--- src/hw/rtl/sapw_pkg.sv ---
package sapw_pkg;

    // Sample width of the ADC and the fixed widths of the other fields.
    localparam int ADC_BITS = 12;
    localparam int DZ_W     = 10;
    localparam int TRIM_W   = 10;
    localparam int PULSE_W  = 11;

    // Pulse widths in microseconds.
    localparam int PW_LOW  = 1000;
    localparam int PW_MID  = 1500;
    localparam int PW_HIGH = 2000;
    localparam int PW_ZERO = 0;

    // Output spans of the two segment kinds.
    localparam int SPAN_HALF = 500;
    localparam int SPAN_FULL = 1000;
    localparam int SCALE_W   = 12;

    // Largest magnitude of an input difference or a segment span.
    localparam int SUM_MAX = (1 << ADC_BITS) - 1 + (1 << DZ_W) - 1;
    localparam int DEN_W   = $clog2(SUM_MAX + 1);
    localparam int DIFF_W  = DEN_W + 1;
    // Largest magnitude of a scaled difference.
    localparam int NUM_W   = $clog2(SUM_MAX * SPAN_FULL + 1);
    localparam int PROD_W  = DIFF_W + SCALE_W;
    localparam int RES_W   = NUM_W + 2;

    // Queue between the front and the back.
    localparam int QUEUE_DEPTH = 4;
    localparam int QPTR_W      = $clog2(QUEUE_DEPTH);
    localparam int QCNT_W      = $clog2(QUEUE_DEPTH + 1);

    // Register port.
    localparam int APB_DATA_W = 32;
    localparam int REG_IDX_W  = 3;
    localparam int ADDR_W     = REG_IDX_W + 2;

    typedef enum logic [REG_IDX_W-1:0] {
        REG_MIN_VALUE   = 3'd0,
        REG_MID_VALUE   = 3'd1,
        REG_MAX_VALUE   = 3'd2,
        REG_DEAD_ZONE   = 3'd3,
        REG_TRIM_OFFSET = 3'd4
    } t_reg_idx;

    typedef struct packed {
        logic [ADC_BITS-1:0] min_value;
        logic [ADC_BITS-1:0] mid_value;
        logic [ADC_BITS-1:0] max_value;
        logic [DZ_W-1:0]     dead_zone;
        logic [TRIM_W-1:0]   trim_offset;
    } t_cfg;

    // One classified sample on its way from the front to the back.
    typedef struct packed {
        logic                     is_const;
        logic                     scale_full;
        logic signed [DIFF_W-1:0] diff;
        logic signed [DIFF_W-1:0] span;
        logic [PULSE_W-1:0]       base_us;
    } t_job;

    // One stage of the divider pipeline.
    typedef struct packed {
        logic [DEN_W-1:0]   rem;
        logic [NUM_W-1:0]   dq;
        logic [DEN_W-1:0]   den;
        logic               neg;
        logic               is_const;
        logic [PULSE_W-1:0] base_us;
    } t_div;

endpackage

--- src/hw/rtl/sapw_if.sv ---
// Sample channel: one raw ADC reading per beat.
interface sapw_sample_if import sapw_pkg::*; ();
    logic                valid;
    logic                ready;
    logic [ADC_BITS-1:0] raw_sample;

    modport source (output valid, output raw_sample, input ready);
    modport sink (input valid, input raw_sample, output ready);
endinterface

// Pulse channel: one pulse width per beat.
interface sapw_pulse_if import sapw_pkg::*; ();
    logic               valid;
    logic               ready;
    logic [PULSE_W-1:0] pulse_us;

    modport source (output valid, output pulse_us, input ready);
    modport sink (input valid, input pulse_us, output ready);
endinterface

--- src/hw/rtl/sapw_cfg_regs.sv ---
module sapw_cfg_regs import sapw_pkg::*; (
    input  logic                  i_clk,
    input  logic                  i_rst_n,
    input  logic                  psel,
    input  logic                  penable,
    input  logic                  pwrite,
    input  logic [ADDR_W-1:0]     paddr,
    input  logic [APB_DATA_W-1:0] pwdata,
    output logic [APB_DATA_W-1:0] prdata,
    output logic                  pready,
    output t_cfg                  o_cfg
);

    t_cfg                 r_cfg;
    logic                 wr_en;
    logic [REG_IDX_W-1:0] reg_idx;

    assign pready  = 1'b1;
    assign wr_en   = psel & penable & pwrite;
    assign reg_idx = paddr[ADDR_W-1:2];
    assign o_cfg   = r_cfg;

    // Register writes; addresses past the last register are ignored.
    always_ff @(posedge i_clk) begin
        if (!i_rst_n) begin
            r_cfg.min_value   <= '0;
            r_cfg.mid_value   <= ADC_BITS'(2048);
            r_cfg.max_value   <= '1;
            r_cfg.dead_zone   <= '0;
            r_cfg.trim_offset <= '0;
        end else if (wr_en) begin
            case (reg_idx)
                REG_MIN_VALUE:   r_cfg.min_value   <= pwdata[ADC_BITS-1:0];
                REG_MID_VALUE:   r_cfg.mid_value   <= pwdata[ADC_BITS-1:0];
                REG_MAX_VALUE:   r_cfg.max_value   <= pwdata[ADC_BITS-1:0];
                REG_DEAD_ZONE:   r_cfg.dead_zone   <= pwdata[DZ_W-1:0];
                REG_TRIM_OFFSET: r_cfg.trim_offset <= pwdata[TRIM_W-1:0];
                default: ;
            endcase
        end
    end

    // Read-back of the addressed register.
    always_comb begin
        case (reg_idx)
            REG_MIN_VALUE:   prdata = APB_DATA_W'(r_cfg.min_value);
            REG_MID_VALUE:   prdata = APB_DATA_W'(r_cfg.mid_value);
            REG_MAX_VALUE:   prdata = APB_DATA_W'(r_cfg.max_value);
            REG_DEAD_ZONE:   prdata = APB_DATA_W'(r_cfg.dead_zone);
            REG_TRIM_OFFSET: prdata = APB_DATA_W'(r_cfg.trim_offset);
            default:         prdata = '0;
        endcase
    end

endmodule

--- src/hw/rtl/sapw_front.sv ---
module sapw_front import sapw_pkg::*; (
    input  logic   i_clk,
    input  logic   i_rst_n,
    input  t_cfg   i_cfg,
    sapw_sample_if.sink i_sample,
    input  logic   i_q_full,
    output logic   o_q_push,
    output t_job   o_q_job
);

    logic r_vld;
    t_job r_job;
    t_job n_job;
    logic take;

    logic signed [DIFF_W-1:0] x_s;
    logic signed [DIFF_W-1:0] lo_s;
    logic signed [DIFF_W-1:0] mid_s;
    logic signed [DIFF_W-1:0] hi_s;
    logic signed [DIFF_W-1:0] dz_s;
    logic signed [DIFF_W-1:0] in_lo;
    logic signed [DIFF_W-1:0] in_hi;

    // The front holds one classified beat until the queue has room for it.
    assign i_sample.ready = !r_vld || !i_q_full;
    assign take           = i_sample.valid && i_sample.ready;
    assign o_q_push       = r_vld && !i_q_full;
    assign o_q_job        = r_job;

    assign x_s   = signed'(DIFF_W'(i_sample.raw_sample));
    assign lo_s  = signed'(DIFF_W'(i_cfg.min_value));
    assign mid_s = signed'(DIFF_W'(i_cfg.mid_value));
    assign hi_s  = signed'(DIFF_W'(i_cfg.max_value));
    assign dz_s  = signed'(DIFF_W'(i_cfg.dead_zone));

    // Pick the segment the sample falls in, or a fixed result.
    always_comb begin
        in_lo            = lo_s;
        in_hi            = hi_s;
        n_job.is_const   = 1'b0;
        n_job.scale_full = 1'b0;
        n_job.base_us    = PULSE_W'(PW_LOW);
        if (i_cfg.mid_value != '0) begin
            if (x_s >= mid_s - dz_s && x_s <= mid_s + dz_s) begin
                n_job.is_const = 1'b1;
                n_job.base_us  = PULSE_W'(PW_MID);
            end else if (x_s < mid_s) begin
                in_hi = mid_s - dz_s;
            end else begin
                in_lo         = mid_s + dz_s;
                n_job.base_us = PULSE_W'(PW_MID);
            end
        end else if (x_s > lo_s + dz_s) begin
            in_hi            = hi_s - dz_s;
            n_job.scale_full = 1'b1;
        end else begin
            n_job.is_const = 1'b1;
            n_job.base_us  = PULSE_W'(PW_ZERO);
        end
        n_job.diff = x_s - in_lo;
        n_job.span = in_hi - in_lo;
        // A segment of zero span gives its low output.
        if (n_job.span == '0) begin
            n_job.is_const = 1'b1;
        end
    end

    always_ff @(posedge i_clk) begin
        if (!i_rst_n) begin
            r_vld <= 1'b0;
        end else if (take) begin
            r_vld <= 1'b1;
        end else if (o_q_push) begin
            r_vld <= 1'b0;
        end
    end

    always_ff @(posedge i_clk) begin
        if (take) begin
            r_job <= n_job;
        end
    end

endmodule

--- src/hw/rtl/sapw_queue.sv ---
module sapw_queue import sapw_pkg::*; (
    input  logic i_clk,
    input  logic i_rst_n,
    input  logic i_push,
    input  t_job i_job,
    output logic o_full,
    input  logic i_pop,
    output logic o_valid,
    output t_job o_job
);

    t_job              r_mem [QUEUE_DEPTH];
    logic [QPTR_W-1:0] r_wr_ptr;
    logic [QPTR_W-1:0] r_rd_ptr;
    logic [QCNT_W-1:0] r_count;
    logic              do_push;
    logic              do_pop;

    assign o_full  = (r_count == QCNT_W'(QUEUE_DEPTH));
    assign o_valid = (r_count != '0);
    assign o_job   = r_mem[r_rd_ptr];
    assign do_push = i_push && !o_full;
    assign do_pop  = i_pop && o_valid;

    // Pointers and fill count.
    always_ff @(posedge i_clk) begin
        if (!i_rst_n) begin
            r_wr_ptr <= '0;
            r_rd_ptr <= '0;
            r_count  <= '0;
        end else begin
            if (do_push) begin
                r_wr_ptr <= r_wr_ptr + 1'b1;
            end
            if (do_pop) begin
                r_rd_ptr <= r_rd_ptr + 1'b1;
            end
            if (do_push && !do_pop) begin
                r_count <= r_count + 1'b1;
            end else if (do_pop && !do_push) begin
                r_count <= r_count - 1'b1;
            end
        end
    end

    // Entry storage.
    always_ff @(posedge i_clk) begin
        if (do_push) begin
            r_mem[r_wr_ptr] <= i_job;
        end
    end

endmodule

--- src/hw/rtl/sapw_back.sv ---
module sapw_back import sapw_pkg::*; (
    input  logic  i_clk,
    input  logic  i_rst_n,
    input  t_cfg  i_cfg,
    input  logic  i_q_valid,
    input  t_job  i_q_job,
    output logic  o_q_pop,
    sapw_pulse_if.source o_pulse
);

    t_div               r_stg [NUM_W+1];
    logic               r_vld [NUM_W+1];
    t_div               n_stg [NUM_W+1];
    logic [PULSE_W-1:0] r_out;
    logic [PULSE_W-1:0] n_out;
    logic               r_out_vld;
    logic               adv;

    logic signed [SCALE_W-1:0] scale_s;
    logic signed [PROD_W-1:0]  prod;
    logic signed [PROD_W-1:0]  prod_abs;
    logic signed [DIFF_W-1:0]  span_abs;
    logic signed [RES_W-1:0]   q_s;
    logic signed [RES_W-1:0]   sum;

    // The whole pipeline moves together whenever the output register frees up.
    assign adv      = !r_out_vld || o_pulse.ready;
    assign o_q_pop  = adv && i_q_valid;
    assign o_pulse.valid    = r_out_vld;
    assign o_pulse.pulse_us = r_out;

    // Scale the difference and split the division into magnitudes and a sign.
    always_comb begin
        scale_s  = i_q_job.scale_full ? SCALE_W'(SPAN_FULL) : SCALE_W'(SPAN_HALF);
        prod     = i_q_job.diff * scale_s;
        prod_abs = prod[PROD_W-1] ? -prod : prod;
        span_abs = i_q_job.span[DIFF_W-1] ? -i_q_job.span : i_q_job.span;
        n_stg[0].rem      = '0;
        n_stg[0].dq       = prod_abs[NUM_W-1:0];
        n_stg[0].den      = span_abs[DEN_W-1:0];
        n_stg[0].neg      = prod[PROD_W-1] ^ i_q_job.span[DIFF_W-1];
        n_stg[0].is_const = i_q_job.is_const;
        n_stg[0].base_us  = i_q_job.base_us;
    end

    // One restoring division step per stage, one quotient bit each.
    for (genvar k = 0; k < NUM_W; k++) begin : g_div
        logic [DEN_W:0] trial;
        logic           ge;

        always_comb begin
            trial = {r_stg[k].rem, r_stg[k].dq[NUM_W-1]};
            ge    = (trial >= {1'b0, r_stg[k].den});
            n_stg[k+1]     = r_stg[k];
            n_stg[k+1].rem = ge ? DEN_W'(trial - {1'b0, r_stg[k].den})
                                : trial[DEN_W-1:0];
            n_stg[k+1].dq  = {r_stg[k].dq[NUM_W-2:0], ge};
        end
    end

    // Apply the sign, add the base and trim, then clamp.
    always_comb begin
        q_s = signed'(RES_W'(r_stg[NUM_W].dq));
        if (r_stg[NUM_W].neg) begin
            q_s = -q_s;
        end
        if (r_stg[NUM_W].is_const) begin
            q_s = '0;
        end
        sum = signed'(RES_W'(r_stg[NUM_W].base_us)) + q_s
            + signed'(RES_W'(i_cfg.trim_offset));
        if (sum < signed'(RES_W'(PW_LOW))) begin
            n_out = PULSE_W'(PW_LOW);
        end else if (sum > signed'(RES_W'(PW_HIGH))) begin
            n_out = PULSE_W'(PW_HIGH);
        end else begin
            n_out = sum[PULSE_W-1:0];
        end
    end

    // Valid bits of the stages and the output register.
    always_ff @(posedge i_clk) begin
        if (!i_rst_n) begin
            for (int k = 0; k <= NUM_W; k++) begin
                r_vld[k] <= 1'b0;
            end
            r_out_vld <= 1'b0;
        end else if (adv) begin
            r_vld[0] <= i_q_valid;
            for (int k = 1; k <= NUM_W; k++) begin
                r_vld[k] <= r_vld[k-1];
            end
            r_out_vld <= r_vld[NUM_W];
        end
    end

    // Stage payloads.
    always_ff @(posedge i_clk) begin
        if (adv) begin
            for (int k = 0; k <= NUM_W; k++) begin
                r_stg[k] <= n_stg[k];
            end
            r_out <= n_out;
        end
    end

endmodule

--- src/hw/rtl/stick_adc_to_pulse_width_core.sv ---
// An accepted sample passes the front register, the queue, the divider stages and the
// output register before its pulse width is valid. Throughput: one sample per cycle
// while the output is not stalled; the divider is fully pipelined and a four-entry
// queue separates the classifying front from the divider back.
// Reset (synchronous, active low) empties the queue and the pipeline and loads
// the register defaults: min 0, mid 2048, max all ones, dead zone 0, trim 0.
module stick_adc_to_pulse_width_core import sapw_pkg::*; (
    input  logic                  i_clk,
    input  logic                  i_rst_n,
    sapw_sample_if.sink           i_sample,
    sapw_pulse_if.source          o_pulse,
    input  logic                  psel,
    input  logic                  penable,
    input  logic                  pwrite,
    input  logic [ADDR_W-1:0]     paddr,
    input  logic [APB_DATA_W-1:0] pwdata,
    output logic [APB_DATA_W-1:0] prdata,
    output logic                  pready
);

    t_cfg cfg;
    logic q_full;
    logic q_push;
    t_job q_in_job;
    logic q_valid;
    logic q_pop;
    t_job q_out_job;

    // Register file.
    sapw_cfg_regs u_cfg_regs (
        .i_clk   (i_clk),
        .i_rst_n (i_rst_n),
        .psel    (psel),
        .penable (penable),
        .pwrite  (pwrite),
        .paddr   (paddr),
        .pwdata  (pwdata),
        .prdata  (prdata),
        .pready  (pready),
        .o_cfg   (cfg)
    );

    // Front: accept and classify samples.
    sapw_front u_front (
        .i_clk    (i_clk),
        .i_rst_n  (i_rst_n),
        .i_cfg    (cfg),
        .i_sample (i_sample),
        .i_q_full (q_full),
        .o_q_push (q_push),
        .o_q_job  (q_in_job)
    );

    // Queue between the two halves.
    sapw_queue u_queue (
        .i_clk   (i_clk),
        .i_rst_n (i_rst_n),
        .i_push  (q_push),
        .i_job   (q_in_job),
        .o_full  (q_full),
        .i_pop   (q_pop),
        .o_valid (q_valid),
        .o_job   (q_out_job)
    );

    // Back: scale, divide, trim and clamp.
    sapw_back u_back (
        .i_clk     (i_clk),
        .i_rst_n   (i_rst_n),
        .i_cfg     (cfg),
        .i_q_valid (q_valid),
        .i_q_job   (q_out_job),
        .o_q_pop   (q_pop),
        .o_pulse   (o_pulse)
    );

endmodule
--- src/flat_wrapper.sv ---
// flat-port wrapper written by rule: the top's interface ports become plain ports
module stick_adc_to_pulse_width_core_flat import sapw_pkg::*;
  (i_clk, i_rst_n, psel, penable, pwrite, paddr, pwdata, prdata, pready, i_sample_valid, i_sample_raw_sample, i_sample_ready, o_pulse_valid, o_pulse_pulse_us, o_pulse_ready);
  sapw_sample_if i_sample_i ();
  sapw_pulse_if o_pulse_i ();
  input  logic i_clk;
  input  logic i_rst_n;
  input  logic psel;
  input  logic penable;
  input  logic pwrite;
  input  logic [ADDR_W-1:0] paddr;
  input  logic [APB_DATA_W-1:0] pwdata;
  output logic [APB_DATA_W-1:0] prdata;
  output logic pready;
  input wire logic [$bits(i_sample_i.valid)-1:0] i_sample_valid;
  input wire logic [$bits(i_sample_i.raw_sample)-1:0] i_sample_raw_sample;
  output wire logic [$bits(i_sample_i.ready)-1:0] i_sample_ready;
  output wire logic [$bits(o_pulse_i.valid)-1:0] o_pulse_valid;
  output wire logic [$bits(o_pulse_i.pulse_us)-1:0] o_pulse_pulse_us;
  input wire logic [$bits(o_pulse_i.ready)-1:0] o_pulse_ready;
  assign i_sample_i.valid = i_sample_valid;
  assign i_sample_i.raw_sample = i_sample_raw_sample;
  assign i_sample_ready = i_sample_i.ready;
  assign o_pulse_valid = o_pulse_i.valid;
  assign o_pulse_pulse_us = o_pulse_i.pulse_us;
  assign o_pulse_i.ready = o_pulse_ready;
  stick_adc_to_pulse_width_core u_core (.i_clk(i_clk), .i_rst_n(i_rst_n), .i_sample(i_sample_i), .o_pulse(o_pulse_i), .psel(psel), .penable(penable), .pwrite(pwrite), .paddr(paddr), .pwdata(pwdata), .prdata(prdata), .pready(pready));
endmodule
--- config.mk ---
export PLATFORM = sky130hd
export DESIGN_NAME = stick_adc_to_pulse_width_core_flat
export DESIGN_NICKNAME = d
export VERILOG_FILES = /design/src/hw/rtl/sapw_pkg.sv /design/src/hw/rtl/sapw_if.sv /design/src/hw/rtl/sapw_cfg_regs.sv /design/src/hw/rtl/sapw_front.sv /design/src/hw/rtl/sapw_queue.sv /design/src/hw/rtl/sapw_back.sv /design/src/hw/rtl/stick_adc_to_pulse_width_core.sv /design/src/flat_wrapper.sv
export SDC_FILE = /design/constraint.sdc
export NUM_CORES = 2
export LEC_CHECK = 0
export BUFFER_PORTS_ARGS = -buffer_cell sky130_fd_sc_hd__buf_2
export CAP_MARGIN = 10
export CORE_ASPECT_RATIO = 0.75
export CORE_MARGIN = 5
export CORE_UTILIZATION = 70
export CTS_BUF_LIST = sky130_fd_sc_hd__clkbuf_4
export CTS_CLUSTER_SIZE = 40
export DETAILED_ROUTE_END_ITERATION = 7
export PLACE_DENSITY = 0.92
export SYNTH_ARGS = -nofsm -noshare
export SYNTH_HDL_FRONTEND = slang
export SYNTH_SLANG_ARGS = --single-unit
--- constraint.sdc ---
create_clock -name i_clk -period 62.9 [get_ports i_clk]
set_input_delay 3.145 -clock i_clk [delete_from_list [all_inputs] [get_ports i_clk]]
set_output_delay 3.145 -clock i_clk [all_outputs]
set_load 0.01 [all_outputs]
==> results.cfg <==
[status]
status = completed

[detailed_routing]
drtIter0Drc = 4444
drtAntennaViolNets = 0
routedWlPerCell_um = 21.3
num_vias = 44640
drcViolationCount = 0
via_per_inst = 6.14
wirelength_um = 155000
dr.pass1.iters = 7

[place]
place_ws_ns = 53.62
dp_hpwl_um = 104000
port_buffers = 58
gp_congestion = 0.965
post-place-cells = 6668

[critical_path]
path_common_cell = o21ai_0
setup.worst_path.class = reg -> reg
setup.worst_path.end_class = register
slowest_delay_ns = 0.62
cp_max_fo = 25
cp_slowest_cell = or4b_2
cp.required_ns = 63.84
critPathLaunchType = register
cp.arrival_ns = 10.05

[synthesis]
syn_avg_cell_area_um2 = 13.5
synthSimpleGateAreaFrac_pct = 8.35
seq_area_frac_synth_pct = 60.3
syn_area_um2 = 72200
synth_top_family_by_area = adder cells
async_flop_share_pct = 0
synth_xor_xnor_area_share_pct = 3.96
synth_edf_count = 1395
synthDistinctLibCells = 87
synthAdderAreaFrac_pct = 11.5
synth_compound_area_share_pct = 6.65
synth_seq_cells = 1479
yosysWarnings = 0
synth_top_cell_by_area = edfxtp_1
synth_top_area_share_pct = 58.0
synth_area_leaders = edfxtp_1 (58%), ha_1 (8.6%), mux2_2 (3.3%)
synth_flop_cell = edfxtp_1
synthCells = 5338
synth_mux_area_share_pct = 5.66

[floorplan]
die_y_um = 288
fp-row-count = 102
dieWidth_um = 381
dieArea_um2 = 110000
core-area_um2 = 103000
ios = 102
start_util_pct = 70.2

[timing]
period_share_pct = 14.5
worst_pin_slew_ns = 1.30
timing.final.max_slew_violations = 0
final.setup_skew_ns = 0.146
hold_viol_final = 0
worst_slack_ns = 53.80
period_minus_slack_ns = 9.10
slew-limit-headroom_pct = 13.4
finalSetupViolations = 0
rsz0062_at_grt = no
fin_setup_tns_ns = 0
max_clock_freq_mhz = 110

[clocking]
cts_hold_buf = 0
cts_tree = yes
numCtsBuffers = 355
post_cts_buffers = 0
clock_sinks = 1479
cts_resized = 0
root_buffer = clkbuf_4
clk_latency_ns = 1.25
htree_levels = 5
clk_path_buf_depth = 4
cts.clk_slew.worst_paths_ns = 0.08

[finish]
final_layout_size_suffix_gt1_share_pct = 15.9
finalNetCount = 6331
fillers = 5734
stdcell_count = 7275
final_cell_mix = edfxtp_1 (1,395), inv_1 (527), clkbuf_4 (517), ha_1 (497), nor2_1 (297)
area_growth_pct = 8.44
mostFrequentLayoutCell = edfxtp_1

[worst_hold_path]
min-delay-path-class = reg -> reg

[global_route]
globalRouteOverflowTotal = 0
grt_pass1_wl_um = 245000
antenna_found_initial = 2
first_global_vias = 45997
grt_max_degree = 205
grt_usage_pct = 28.4

[job]
cap_violations = 0
state kept, by name, summed over array words and instances (netlist names), 2 cells and up, named ones only:
register,flops
u_core.u_queue.r_wr_ptr,2
u_core.u_queue.r_mem,132
u_core.u_back.r_vld,24
u_core.u_back.o_pulse.pulse_us,11
u_core.u_queue.r_count,3
u_core.u_queue.r_rd_ptr,2
u_core.u_back.r_stg,1212
u_core.u_cfg_regs.o_cfg,56
u_core.u_front.o_q_job,33
kinds of logic after synthesis:
kind of cell	after synthesis
AO/OA/AOI/OAI	764
AND/OR/NAND/NOR	1172
flip-flops	1479
buffers and inverters	653
multiplexers	340
XOR/XNOR	327
adder cells (fa/ha/maj)	601
other	2
synthesized netlist by cell type, types with 14 or more instances:
cell type and n:
edfxtp_1 1395, inv_1 527, ha_1 497, nor2_1 297, a21oi_1 255, mux2_2 210, xnor2_1 207, nand2_1 205
o21ai_0 168, nor2b_1 161, xor2_1 120, fa_1 103, mux2i_1 96, nand4_1 92, dfxtp_1 84, a21o_1 73
clkbuf_1 70, nor3_1 69, nand2b_1 67, nand3_1 62, a21boi_0 50, or3_1 48, and2_1 40, or2_2 39
nor4_1 36, mux4_2 34, o211ai_1 34, o21a_1 29, buf_1 26, o31a_1 22, buf_4 21, a211oi_1 14
per-layer routing:
layer / share of wire, % / vias up / GRT usage [%]
li1: - / 20344 / -
met1: 40 / 21687 / 37.1
met2: 48 / 2187 / 46.5
met3: 8.8 / 422 / 6.99
met4: 3.4 / 0 / 11.4
met5: 0 / - / 0
worst paths after layout:
kind | depth (start not counted) | slack (ns) | endpoint | startpoint
worst max-delay path | 32 | 53.80 | u_core.u_front.o_q_job[40]$_SDFFCE_PN1P_ | u_core.u_cfg_regs.o_cfg[11]$_SDFFE_PN0P_
worst min-delay path | 0 | 0.36 | u_core.u_back.r_stg[1][354]$_DFFE_PN_ | u_core.u_back.r_stg[1][291]$_DFFE_PN_
worst max register to register | 32 | 53.80 | u_core.u_front.o_q_job[40]$_SDFFCE_PN1P_ | u_core.u_cfg_regs.o_cfg[11]$_SDFFE_PN0P_
worst min register to register | 0 | 0.36 | u_core.u_back.r_stg[1][354]$_DFFE_PN_ | u_core.u_back.r_stg[1][291]$_DFFE_PN_
cell type report:
type                    instances  area [µm²]  share of cell area, %
clock inverters                82         433                  0.553
multi-input cells            3227       26200                   33.4
inverters                     528        1990                   2.54
diodes                          6        15.0                 0.0192
clock buffers                 517        3880                   4.95
well taps                    1352        1690                   2.16
flip-flops and latches       1479       43600                   55.6
repair buffers                 84         556                  0.709
stage by stage:
step / area, µm² / hold slack [ns] / util (%)
after floorplan: 72300 / 0.400 / -
after global placement: 74000 / 0.400 / 71.9
after detailed placement: 74000 / 0.405 / 71.9
after CTS: 78300 / 0.351 / 76.1
after global routing: 78300 / 0.368 / 76.1
final: 78300 / 0.362 / 76.1
critical path, delay by kind of cell (launching register included):
kind                     cells  cell delay (ns)
AO/OA/AOI/OAI               12             2.82
adder cells (fa/ha/maj)      4             1.44
XOR/XNOR                     1             0.17
buffers and inverters        1             0.29
flip-flops                   1             0.58
AND/OR/NAND/NOR             14             3.50
Power is left out: the tool's default activity adds up to more than one toggle a clock period on the data nets, which glitch-free logic cannot reach.
